File: src/hw/rtl/knc_pkg.sv
// Shared types and constants for the k-nearest candidate selector.
// No dependencies; used by scoped names in knc_cmp, the top level and the testbench.
package knc_pkg;

	// Operation codes carried on the input tuser.
	localparam logic [1:0] OP_OFFER = 2'd0;
	localparam logic [1:0] OP_CLEAR = 2'd1;
	localparam logic [1:0] OP_DRAIN = 2'd2;

	// Configuration register indexes.
	localparam logic [1:0] REG_QUERY_COUNT    = 2'd0;
	localparam logic [1:0] REG_INITIAL_RADIUS = 2'd1;

	// Fixed field widths.
	localparam int OP_W     = 2;
	localparam int DIST_W   = 32;
	localparam int COUNT_W  = 6;
	localparam int CFG_A_W  = 2;
	localparam int CFG_D_W  = 32;

	// Register reset values.
	localparam logic [COUNT_W-1:0] QUERY_COUNT_RST    = 6'd8;
	localparam logic [DIST_W-1:0]  INITIAL_RADIUS_RST = 32'h7F80_0000;

endpackage

File: src/hw/rtl/knc_cmp.sv
// Shared ordering unit: tells whether candidate a orders strictly before b.
// Orders by distance key as unsigned, then by the smaller index. Uses knc_pkg.
module knc_cmp #(
	parameter int INDEX_BITS = 20
) (
	input  logic [knc_pkg::DIST_W-1:0] a_dist,
	input  logic [INDEX_BITS-1:0]      a_idx,
	input  logic [knc_pkg::DIST_W-1:0] b_dist,
	input  logic [INDEX_BITS-1:0]      b_idx,
	output logic                       a_first
);

	// Key compare first, index only breaks ties.
	always_comb begin
		if (a_dist != b_dist) begin
			a_first = a_dist < b_dist;
		end else begin
			a_first = a_idx < b_idx;
		end
	end

endmodule

File: src/hw/rtl/knc_store.sv
// Entry store: one write port and one registered read port.
// Each word holds a distance key above a candidate index.
module knc_store #(
	parameter int DEPTH  = 32,
	parameter int ADDR_W = 5,
	parameter int ENT_W  = 52
) (
	input  logic              clk,
	input  logic              wr_en,
	input  logic [ADDR_W-1:0] wr_addr,
	input  logic [ENT_W-1:0]  wr_data,
	input  logic [ADDR_W-1:0] rd_addr,
	output logic [ENT_W-1:0]  rd_data
);

	logic [ENT_W-1:0] mem [DEPTH];
	logic [ENT_W-1:0] rd_data_q;

	// Write port.
	always_ff @(posedge clk) begin
		if (wr_en) begin
			mem[wr_addr] <= wr_data;
		end
	end

	// Read port, data registered.
	always_ff @(posedge clk) begin
		rd_data_q <= mem[rd_addr];
	end

	assign rd_data = rd_data_q;

endmodule

File: src/hw/rtl/k_nearest_candidate_selector.sv
// Offer without a walk, clear, unused op and empty drain go from idle through the check
// state to the result state. An insertion walk waits for a read and compares once per entry
// shifted up, then stops on a compare or fills slot 0. A drain reads and emits each held entry.
// One item in work at a time; input is not ready until it ends, and result stalls hold it.
// arst_n clears the sequencer, the held count and the configuration registers.
// The entry store is not cleared; only entries below the held count are read.
module k_nearest_candidate_selector #(
	parameter int MAX_KEPT   = 32,
	parameter int INDEX_BITS = 20,
	localparam int IN_W  = ((INDEX_BITS + knc_pkg::DIST_W + 7) / 8) * 8,
	localparam int OUT_W = ((INDEX_BITS + 2 * knc_pkg::DIST_W + knc_pkg::COUNT_W + 1 + 7) / 8) * 8
) (
	input  logic                         clk,
	input  logic                         arst_n,
	// Input beat.
	input  logic                         s_tvalid,
	output logic                         s_tready,
	input  logic [IN_W-1:0]              s_tdata,  // candidate_index, distance_key
	input  logic [knc_pkg::OP_W-1:0]     s_tuser,  // opcode
	// Result beat.
	output logic                         m_tvalid,
	input  logic                         m_tready,
	output logic [OUT_W-1:0]             m_tdata,  // accepted, held_count, search_radius,
	                                               // out_index, out_distance
	output logic                         m_tlast,
	// Configuration writes.
	input  logic                         cfg_we,
	input  logic [knc_pkg::CFG_A_W-1:0]  cfg_addr,
	input  logic [knc_pkg::CFG_D_W-1:0]  cfg_wdata
);

	localparam int DW     = knc_pkg::DIST_W;
	localparam int CNT_W  = $clog2(MAX_KEPT + 1);
	localparam int ADDR_W = (MAX_KEPT > 1) ? $clog2(MAX_KEPT) : 1;
	localparam int ENT_W  = DW + INDEX_BITS;
	localparam int LW     = (CNT_W > knc_pkg::COUNT_W) ? CNT_W : knc_pkg::COUNT_W;

	typedef enum logic [7:0] {
		ST_IDLE       = 8'b0000_0001,
		ST_CHECK      = 8'b0000_0010,
		ST_WALK_WAIT  = 8'b0000_0100,
		ST_WALK_CMP   = 8'b0000_1000,
		ST_WALK_PUT   = 8'b0001_0000,
		ST_DRAIN_WAIT = 8'b0010_0000,
		ST_DRAIN_OUT  = 8'b0100_0000,
		ST_EMIT       = 8'b1000_0000
	} state_t;

	state_t state_q;

	// Configuration registers.
	logic [knc_pkg::COUNT_W-1:0] qcount_q;
	logic [DW-1:0]               init_radius_q;

	// Current item and walk state.
	logic [knc_pkg::OP_W-1:0] op_q;
	logic [INDEX_BITS-1:0]    offer_idx_q;
	logic [DW-1:0]            offer_dist_q;
	logic [CNT_W-1:0]         held_q;
	logic [ADDR_W-1:0]        pos_q;
	logic                     first_q;
	logic                     emit_acc_q;
	logic [DW-1:0]            tail_dist_q;
	logic [INDEX_BITS-1:0]    tail_idx_q;

	// Result register.
	logic                         m_valid_q;
	logic                         res_acc_q;
	logic [knc_pkg::COUNT_W-1:0]  res_held_q;
	logic [DW-1:0]                res_radius_q;
	logic [INDEX_BITS-1:0]        res_idx_q;
	logic [DW-1:0]                res_dist_q;
	logic                         res_last_q;

	// Store and compare wiring.
	logic              wr_en;
	logic [ADDR_W-1:0] wr_addr;
	logic [ENT_W-1:0]  wr_data;
	logic [ADDR_W-1:0] rd_addr;
	logic [ENT_W-1:0]  rd_data;
	logic [DW-1:0]     rd_dist;
	logic [INDEX_BITS-1:0] rd_idx;
	logic [DW-1:0]     cmp_b_dist;
	logic [INDEX_BITS-1:0] cmp_b_idx;
	logic              offer_first;

	// Derived control.
	logic [LW-1:0]     limit;
	logic [LW-1:0]     qcount_ext;
	logic [LW-1:0]     held_ext;
	logic              not_full;
	logic              do_insert;
	logic [CNT_W-1:0]  held_new;
	logic [ADDR_W-1:0] pos_new;
	logic              out_free;
	logic              res_load;
	logic              drain_last;
	logic [DW-1:0]     radius_now;
	logic [ENT_W-1:0]  offer_ent;

	assign rd_dist   = rd_data[ENT_W-1:INDEX_BITS];
	assign rd_idx    = rd_data[INDEX_BITS-1:0];
	assign offer_ent = {offer_dist_q, offer_idx_q};

	// Kept limit: zero acts as one, anything above the store depth as the depth.
	always_comb begin
		qcount_ext = LW'(qcount_q);
		held_ext   = LW'(held_q);
		if (qcount_q == '0) begin
			limit = LW'(1);
		end else if (qcount_ext > LW'(MAX_KEPT)) begin
			limit = LW'(MAX_KEPT);
		end else begin
			limit = qcount_ext;
		end
	end

	// Shared compare: against the farthest entry while checking, else the read word.
	always_comb begin
		if (state_q == ST_CHECK) begin
			cmp_b_dist = tail_dist_q;
			cmp_b_idx  = tail_idx_q;
		end else begin
			cmp_b_dist = rd_dist;
			cmp_b_idx  = rd_idx;
		end
	end

	knc_cmp #(
		.INDEX_BITS(INDEX_BITS)
	) u_cmp (
		.a_dist (offer_dist_q),
		.a_idx  (offer_idx_q),
		.b_dist (cmp_b_dist),
		.b_idx  (cmp_b_idx),
		.a_first(offer_first)
	);

	// Admission decision and the slot where the walk starts.
	always_comb begin
		not_full  = (held_ext < limit) && (held_q < CNT_W'(MAX_KEPT));
		do_insert = (op_q == knc_pkg::OP_OFFER) && (not_full || ((held_q != '0) && offer_first));
		held_new  = not_full ? held_q + CNT_W'(1) : held_q;
		pos_new   = ADDR_W'(held_new - CNT_W'(1));
	end

	// Store write: shifted entry or the offer itself.
	always_comb begin
		wr_en   = 1'b0;
		wr_addr = pos_q;
		wr_data = offer_ent;
		case (state_q)
			ST_CHECK: begin
				wr_en   = do_insert && (pos_new == '0);
				wr_addr = '0;
			end
			ST_WALK_CMP: begin
				wr_en   = 1'b1;
				wr_data = offer_first ? rd_data : offer_ent;
			end
			ST_WALK_PUT: begin
				wr_en   = 1'b1;
				wr_addr = '0;
			end
			default: begin
				wr_en = 1'b0;
			end
		endcase
	end

	// Drain reads the pointer slot; the walk reads the slot below it.
	assign rd_addr = ((state_q == ST_DRAIN_WAIT) || (state_q == ST_DRAIN_OUT)) ?
		pos_q : pos_q - ADDR_W'(1);

	knc_store #(
		.DEPTH (MAX_KEPT),
		.ADDR_W(ADDR_W),
		.ENT_W (ENT_W)
	) u_store (
		.clk    (clk),
		.wr_en  (wr_en),
		.wr_addr(wr_addr),
		.wr_data(wr_data),
		.rd_addr(rd_addr),
		.rd_data(rd_data)
	);

	assign out_free   = !m_valid_q || m_tready;
	assign res_load   = ((state_q == ST_EMIT) || (state_q == ST_DRAIN_OUT)) && out_free;
	assign drain_last = (CNT_W'(pos_q) + CNT_W'(1)) == held_q;
	assign radius_now = ((held_q != '0) && (held_ext >= limit)) ? tail_dist_q : init_radius_q;

	// Configuration registers.
	always_ff @(posedge clk or negedge arst_n) begin
		if (!arst_n) begin
			qcount_q      <= knc_pkg::QUERY_COUNT_RST;
			init_radius_q <= knc_pkg::INITIAL_RADIUS_RST;
		end else if (cfg_we) begin
			case (cfg_addr)
				knc_pkg::REG_QUERY_COUNT:    qcount_q      <= cfg_wdata[knc_pkg::COUNT_W-1:0];
				knc_pkg::REG_INITIAL_RADIUS: init_radius_q <= cfg_wdata;
				default:                     qcount_q      <= qcount_q;
			endcase
		end
	end

	// Sequencer and result register.
	always_ff @(posedge clk or negedge arst_n) begin
		if (!arst_n) begin
			state_q   <= ST_IDLE;
			held_q    <= '0;
			pos_q     <= '0;
			first_q   <= 1'b0;
			m_valid_q <= 1'b0;
		end else begin
			// A new result beat is loaded only once the previous one has gone.
			if (res_load) begin
				m_valid_q <= 1'b1;
			end else if (m_tready) begin
				m_valid_q <= 1'b0;
			end
			case (state_q)
				ST_IDLE: begin
					if (s_tvalid) begin
						op_q         <= s_tuser;
						offer_idx_q  <= s_tdata[INDEX_BITS-1:0];
						offer_dist_q <= s_tdata[INDEX_BITS+DW-1:INDEX_BITS];
						state_q      <= ST_CHECK;
					end
				end
				ST_CHECK: begin
					case (op_q)
						knc_pkg::OP_OFFER: begin
							emit_acc_q <= do_insert;
							if (do_insert) begin
								held_q  <= held_new;
								pos_q   <= pos_new;
								first_q <= 1'b1;
								if (pos_new == '0) begin
									tail_dist_q <= offer_dist_q;
									tail_idx_q  <= offer_idx_q;
									state_q     <= ST_EMIT;
								end else begin
									state_q <= ST_WALK_WAIT;
								end
							end else begin
								state_q <= ST_EMIT;
							end
						end
						knc_pkg::OP_CLEAR: begin
							emit_acc_q <= 1'b0;
							held_q     <= '0;
							state_q    <= ST_EMIT;
						end
						knc_pkg::OP_DRAIN: begin
							emit_acc_q <= 1'b0;
							if (held_q != '0) begin
								pos_q   <= '0;
								state_q <= ST_DRAIN_WAIT;
							end else begin
								state_q <= ST_EMIT;
							end
						end
						default: begin
							emit_acc_q <= 1'b0;
							state_q    <= ST_EMIT;
						end
					endcase
				end
				ST_WALK_WAIT: begin
					state_q <= ST_WALK_CMP;
				end
				ST_WALK_CMP: begin
					first_q <= 1'b0;
					if (offer_first) begin
						if (first_q) begin
							tail_dist_q <= rd_dist;
							tail_idx_q  <= rd_idx;
						end
						pos_q   <= pos_q - ADDR_W'(1);
						state_q <= (pos_q == ADDR_W'(1)) ? ST_WALK_PUT : ST_WALK_WAIT;
					end else begin
						if (first_q) begin
							tail_dist_q <= offer_dist_q;
							tail_idx_q  <= offer_idx_q;
						end
						state_q <= ST_EMIT;
					end
				end
				ST_WALK_PUT: begin
					state_q <= ST_EMIT;
				end
				ST_DRAIN_WAIT: begin
					state_q <= ST_DRAIN_OUT;
				end
				ST_DRAIN_OUT: begin
					if (out_free) begin
						res_acc_q    <= 1'b0;
						res_held_q   <= knc_pkg::COUNT_W'(held_q);
						res_radius_q <= radius_now;
						res_idx_q    <= rd_idx;
						res_dist_q   <= rd_dist;
						res_last_q   <= drain_last;
						if (drain_last) begin
							state_q <= ST_IDLE;
						end else begin
							pos_q   <= pos_q + ADDR_W'(1);
							state_q <= ST_DRAIN_WAIT;
						end
					end
				end
				ST_EMIT: begin
					if (out_free) begin
						res_acc_q    <= emit_acc_q;
						res_held_q   <= knc_pkg::COUNT_W'(held_q);
						res_radius_q <= radius_now;
						res_idx_q    <= '0;
						res_dist_q   <= '0;
						res_last_q   <= 1'b1;
						state_q      <= ST_IDLE;
					end
				end
				default: begin
					state_q <= ST_IDLE;
				end
			endcase
		end
	end

	assign s_tready = (state_q == ST_IDLE);
	assign m_tvalid = m_valid_q;
	assign m_tlast  = res_last_q;
	assign m_tdata  = OUT_W'({res_dist_q, res_idx_q, res_radius_q, res_held_q, res_acc_q});

endmodule

File: config.mk
export PLATFORM = sky130hd
export DESIGN_NAME = k_nearest_candidate_selector
export DESIGN_NICKNAME = d
export VERILOG_FILES = /design/src/hw/rtl/knc_pkg.sv /design/src/hw/rtl/knc_cmp.sv /design/src/hw/rtl/knc_store.sv /design/src/hw/rtl/k_nearest_candidate_selector.sv
export SDC_FILE = /design/constraint.sdc
export NUM_CORES = 2
export LEC_CHECK = 0
export BUFFER_PORTS_ARGS = -buffer_cell sky130_fd_sc_hd__buf_2
export CORE_MARGIN = 5
export CORE_UTILIZATION = 55
export CTS_CLUSTER_SIZE = 10
export DETAILED_ROUTE_END_ITERATION = 8
export PLACE_DENSITY = 0.73
export SYNTH_ARGS = -nofsm -noshare
export SYNTH_HDL_FRONTEND = slang
export SYNTH_SLANG_ARGS = --single-unit
File: constraint.sdc
create_clock -name clk -period 8.15 [get_ports clk]
set_clock_uncertainty 0.15 [all_clocks]
set_input_delay 0.815 -clock clk [delete_from_list [all_inputs] [get_ports clk]]
set_output_delay 0.815 -clock clk [all_outputs]
set_load 0.05 [all_outputs]
==> qor.txt <==
Switching part of the total: 31.0%
Max IR drop VDD: 0.561 mV
Worst slew margin: 17.9%
Post-Synthesis Cells: 3829
Clk pin slew, worst setup/hold paths: 0.06 ns
DR vias: 40303
Hold EP: offer_idx_q[5]$_DFFE_PP_
R2r worst-path depth: 15
Worst r2r dst: u_store.mem[20][7]$_DFFE_PP_
Setup tns final: 0 ns
Lkg Pwr: 29.1 nW
Fill count: 9240
Clock Path Buffers: 3
Core box area: 139000 um2
Adder-Cell Fraction of Synth Area: 1.01%
Die Width: 384 um
Die Area: 148000 um2
Share of cells above drive strength 1: 24.8%
Multi-input logic area: 17900 um2
Count of different cell masters after synthesis: 80
Max-slew violations: 0
Clock latency on the worst-skew pair: 0.85 ns
Largest net degree at the start of global routing: 145
P_int: 20.2 mW
DRT iter0 DRCs: 5482
Final ANT Viol Nets: 0
Clock Root Buffer: clkbuf_16
Seq/Total Area, Yosys: 75.9%
Hold Crit Start: s_tdata[5]
#FFs+latches synth: 1974
Synth Area in XOR/XNOR: 0.227%
Vias/cell: 6.47
Sw power: 9.07 mW
Clock Power Share: 30.4%
Area fraction of the dominant cell type after synthesis: 72.6%
Syn Std Cell Area: 77100 um2
Final #Nets: 4330
Number of buffers added on ports: 186
WHS Path Cells: 1
Post-CTS setup buffer count: 0
RSZ-0062 raised after global routing: false
Syn Area/Cell: 20.1 um2
Most common cell in the synthesized netlist: edfxtp_1
Startpoint type of the worst setup path: register
R2R setup slack: 1.09 ns
CP required: 8.50 ns
Max-cap violations: 0
Largest family of logic cells by synthesized area: multiplexers
Status: complete, no violations
Critical path arrival: 7.41 ns
Compound-gate portion of the synthesized area: 1.75%
Min cycle time layout: 7.06 ns
Simple-gate share of the synthesized area: 4.36%
Yosys warning count: 0
H-tree levels: 4
CTS tree: done
Comb pwr share: 28.1%
Tot Pwr: 29.3 mW
Chip height: 384 um
Fmax: 142 MHz
Worst setup margin: 1.09 ns
Placer Congestion: 0.832
Vias in the first global route: 39636
FF-to-FF Start: state_q[4]$_DFFE_PN0P_
Worst slack, placed: 1.22 ns
Mux contribution to synthesized area: 15.4%
Synth Flop Type: edfxtp_1
Synth cell count leaders: edfxtp_1 (1863), mux4_2 (416), nand2_1 (358)
Resized cells post-CTS: 0
Max FO, Critical Path: 21
CTS Hold Buffers Added: 47
PD cells: 335 nW/um2
Worst min-delay path category: input pin to register
Drt first pass iters: 6
Tcrit/Tclk final: 86.6%
Row count: 137
Clock sink count: 1974
Worst slew pin tran: 1.23 ns
Final instance area: 87500 um2
Initial antenna violation count: 10
Post-synth ARST share: 2.99%
Final count of negative-setup-slack endpoints: 0
Routed len/inst: 31.5 um
GRT overflow: 0
CTS buffer count: 217
Remaining DRCs: 0
Synth area leader: edfxtp_1
Final hold viol count: 0
Overall Global Routing Usage: 26.7%
Number of enable flip-flop cells after synthesis: 1863
Setup crit end kind: register
Register area: 58500 um2
Placed cell area: 80600 um2
DP HPWL: 98.6 mm
Starting Density: 55.3%
Hold Slack: 0.0441 ns
Total detailed-routing wirelength: 196 mm
Area grow syn2layout: 13.5%
First-pass GRT wire length: 281 mm
I/O Pins: 196
Sequential fraction of design power: 41.5%
CP Class: register to register
Largest cells by area after synthesis: edfxtp_1 (73%), mux4_2 (12%), nand2_1 (1.7%), dfrtp_1 (1.6%), mux2i_1 (1.4%)
## cells in the final DEF (no fill, tap or decap), drive strengths merged, types with 7 or more instances in the layout
master	netlist	final
edfxtp	1863	1863
mux4	416	416
clkbuf	97	379
nand2	361	361
buf	106	275
nand3	128	128
mux2	124	124
mux2i	106	106
ha	62	62
nor2	61	61
and3	57	57
and2	57	57
a32oi	53	53
dfxtp	52	52
dfrtp	49	49
dlygate4sd3	0	47
a21oi	39	39
o21ai	26	26
inv	16	22
xnor2	15	15
nor3	13	13
nand4	11	11
clkinv	1	11
dfstp	10	10
a211oi	9	9
o22ai	7	7
## state kept, by name (all words and copies together), names as in the netlist, 2 cells and up
| name | flops |
|---|---|
| u_store.rd_data | 52 |
| op_q | 2 |
| pos_q | 5 |
| offer_idx_q | 20 |
| tail_idx_q | 20 |
| held_ext | 6 |
| res_dist_q | 32 |
| res_held_q | 6 |
| tail_dist_q | 32 |
| res_idx_q | 20 |
| offer_dist_q | 32 |
| init_radius_q | 32 |
| qcount_ext | 6 |
| u_store.mem | 1664 |
| res_radius_q | 32 |
| state_q | 8 |
## logic make-up after synthesis
logic type	Yosys count
mux	646
other cells	1
simple gates	722
fa+ha+maj	62
flops	1974
xor+xnor	20
compound gates	184
buf+inv	220
## stage by stage
stage | std cells | utilization [%]
detailed placement | 5781 | 57.8
floorplan | 3833 | -
global route | 6225 | 62.8
finish | 6226 | 62.8
CTS | 6225 | 62.8
global placement | 5781 | 57.8
## how the worst max path moves through the flow
stage	startpoint	end	slack (ns)	cells past startpoint
floorplan	state_q[4]$_DFFE_PN0P_	u_store.mem[0][0]$_DFFE_PP_	-0.60	15
global placement	state_q[4]$_DFFE_PN0P_	u_store.mem[20][0]$_DFFE_PP_	1.28	15
detailed placement	state_q[4]$_DFFE_PN0P_	u_store.mem[20][0]$_DFFE_PP_	1.22	15
CTS	state_q[4]$_DFFE_PN0P_	u_store.mem[20][0]$_DFFE_PP_	1.18	15
global route	state_q[4]$_DFFE_PN0P_	u_store.mem[20][7]$_DFFE_PP_	0.85	15
finish	state_q[4]$_DFFE_PN0P_	u_store.mem[20][7]$_DFFE_PP_	1.09	15
## routing by layer
layer	part of all wire, %	track usage, %	wire length (um)	vias to the layer above
met5	0	0	0	-
met4	2.7	7.16	5240	0
met3	13	6.55	24900	341
met2	47	41.1	91700	2802
met1	38	39.0	74400	20886
li1	-	-	-	16274
## worst max-delay path, stage by stage, from the launching register on
cell and delay (ns):
dfrtp_1 0.42, nor4_2 0.43, buf_4 0.26, and2_2 0.69, mux2i_1 0.19, ha_1 0.35, nand4_1 0.11, or4_1 0.66
nor3_1 0.20, buf_4 0.21, nand3_1 0.11, or3_1 0.53, a21oi_2 0.42, o211ai_2 0.43, a211oi_4 1.03, buf_4 0.48
## cell type report
cell class,instances,share of cell area [%]
multi-input combinational,1639,20.5
inverter,17,0.0729
timing repair buffer,322,2.55
clock buffer,379,6.94
sequential,1974,66.8
tap,1876,2.68
clock inverter,18,0.403
antenna,1,0.00286
## power by group through the flow
| stage | clock network [mW] | registers (mW) | logic, mW |
|---|---|---|---|
| final | 8.90 | 12.1 | 8.24 |
| after global routing | 9.48 | 12.2 | 8.87 |
| after CTS | 9.00 | 12.1 | 8.25 |
| after detailed placement | 0 | 12.3 | 8.18 |
| after global placement | 0 | 12.3 | 8.08 |
| after floorplan | 0 | 12.2 | 5.94 |
Note: power is estimated with default switching activity, not from simulation.
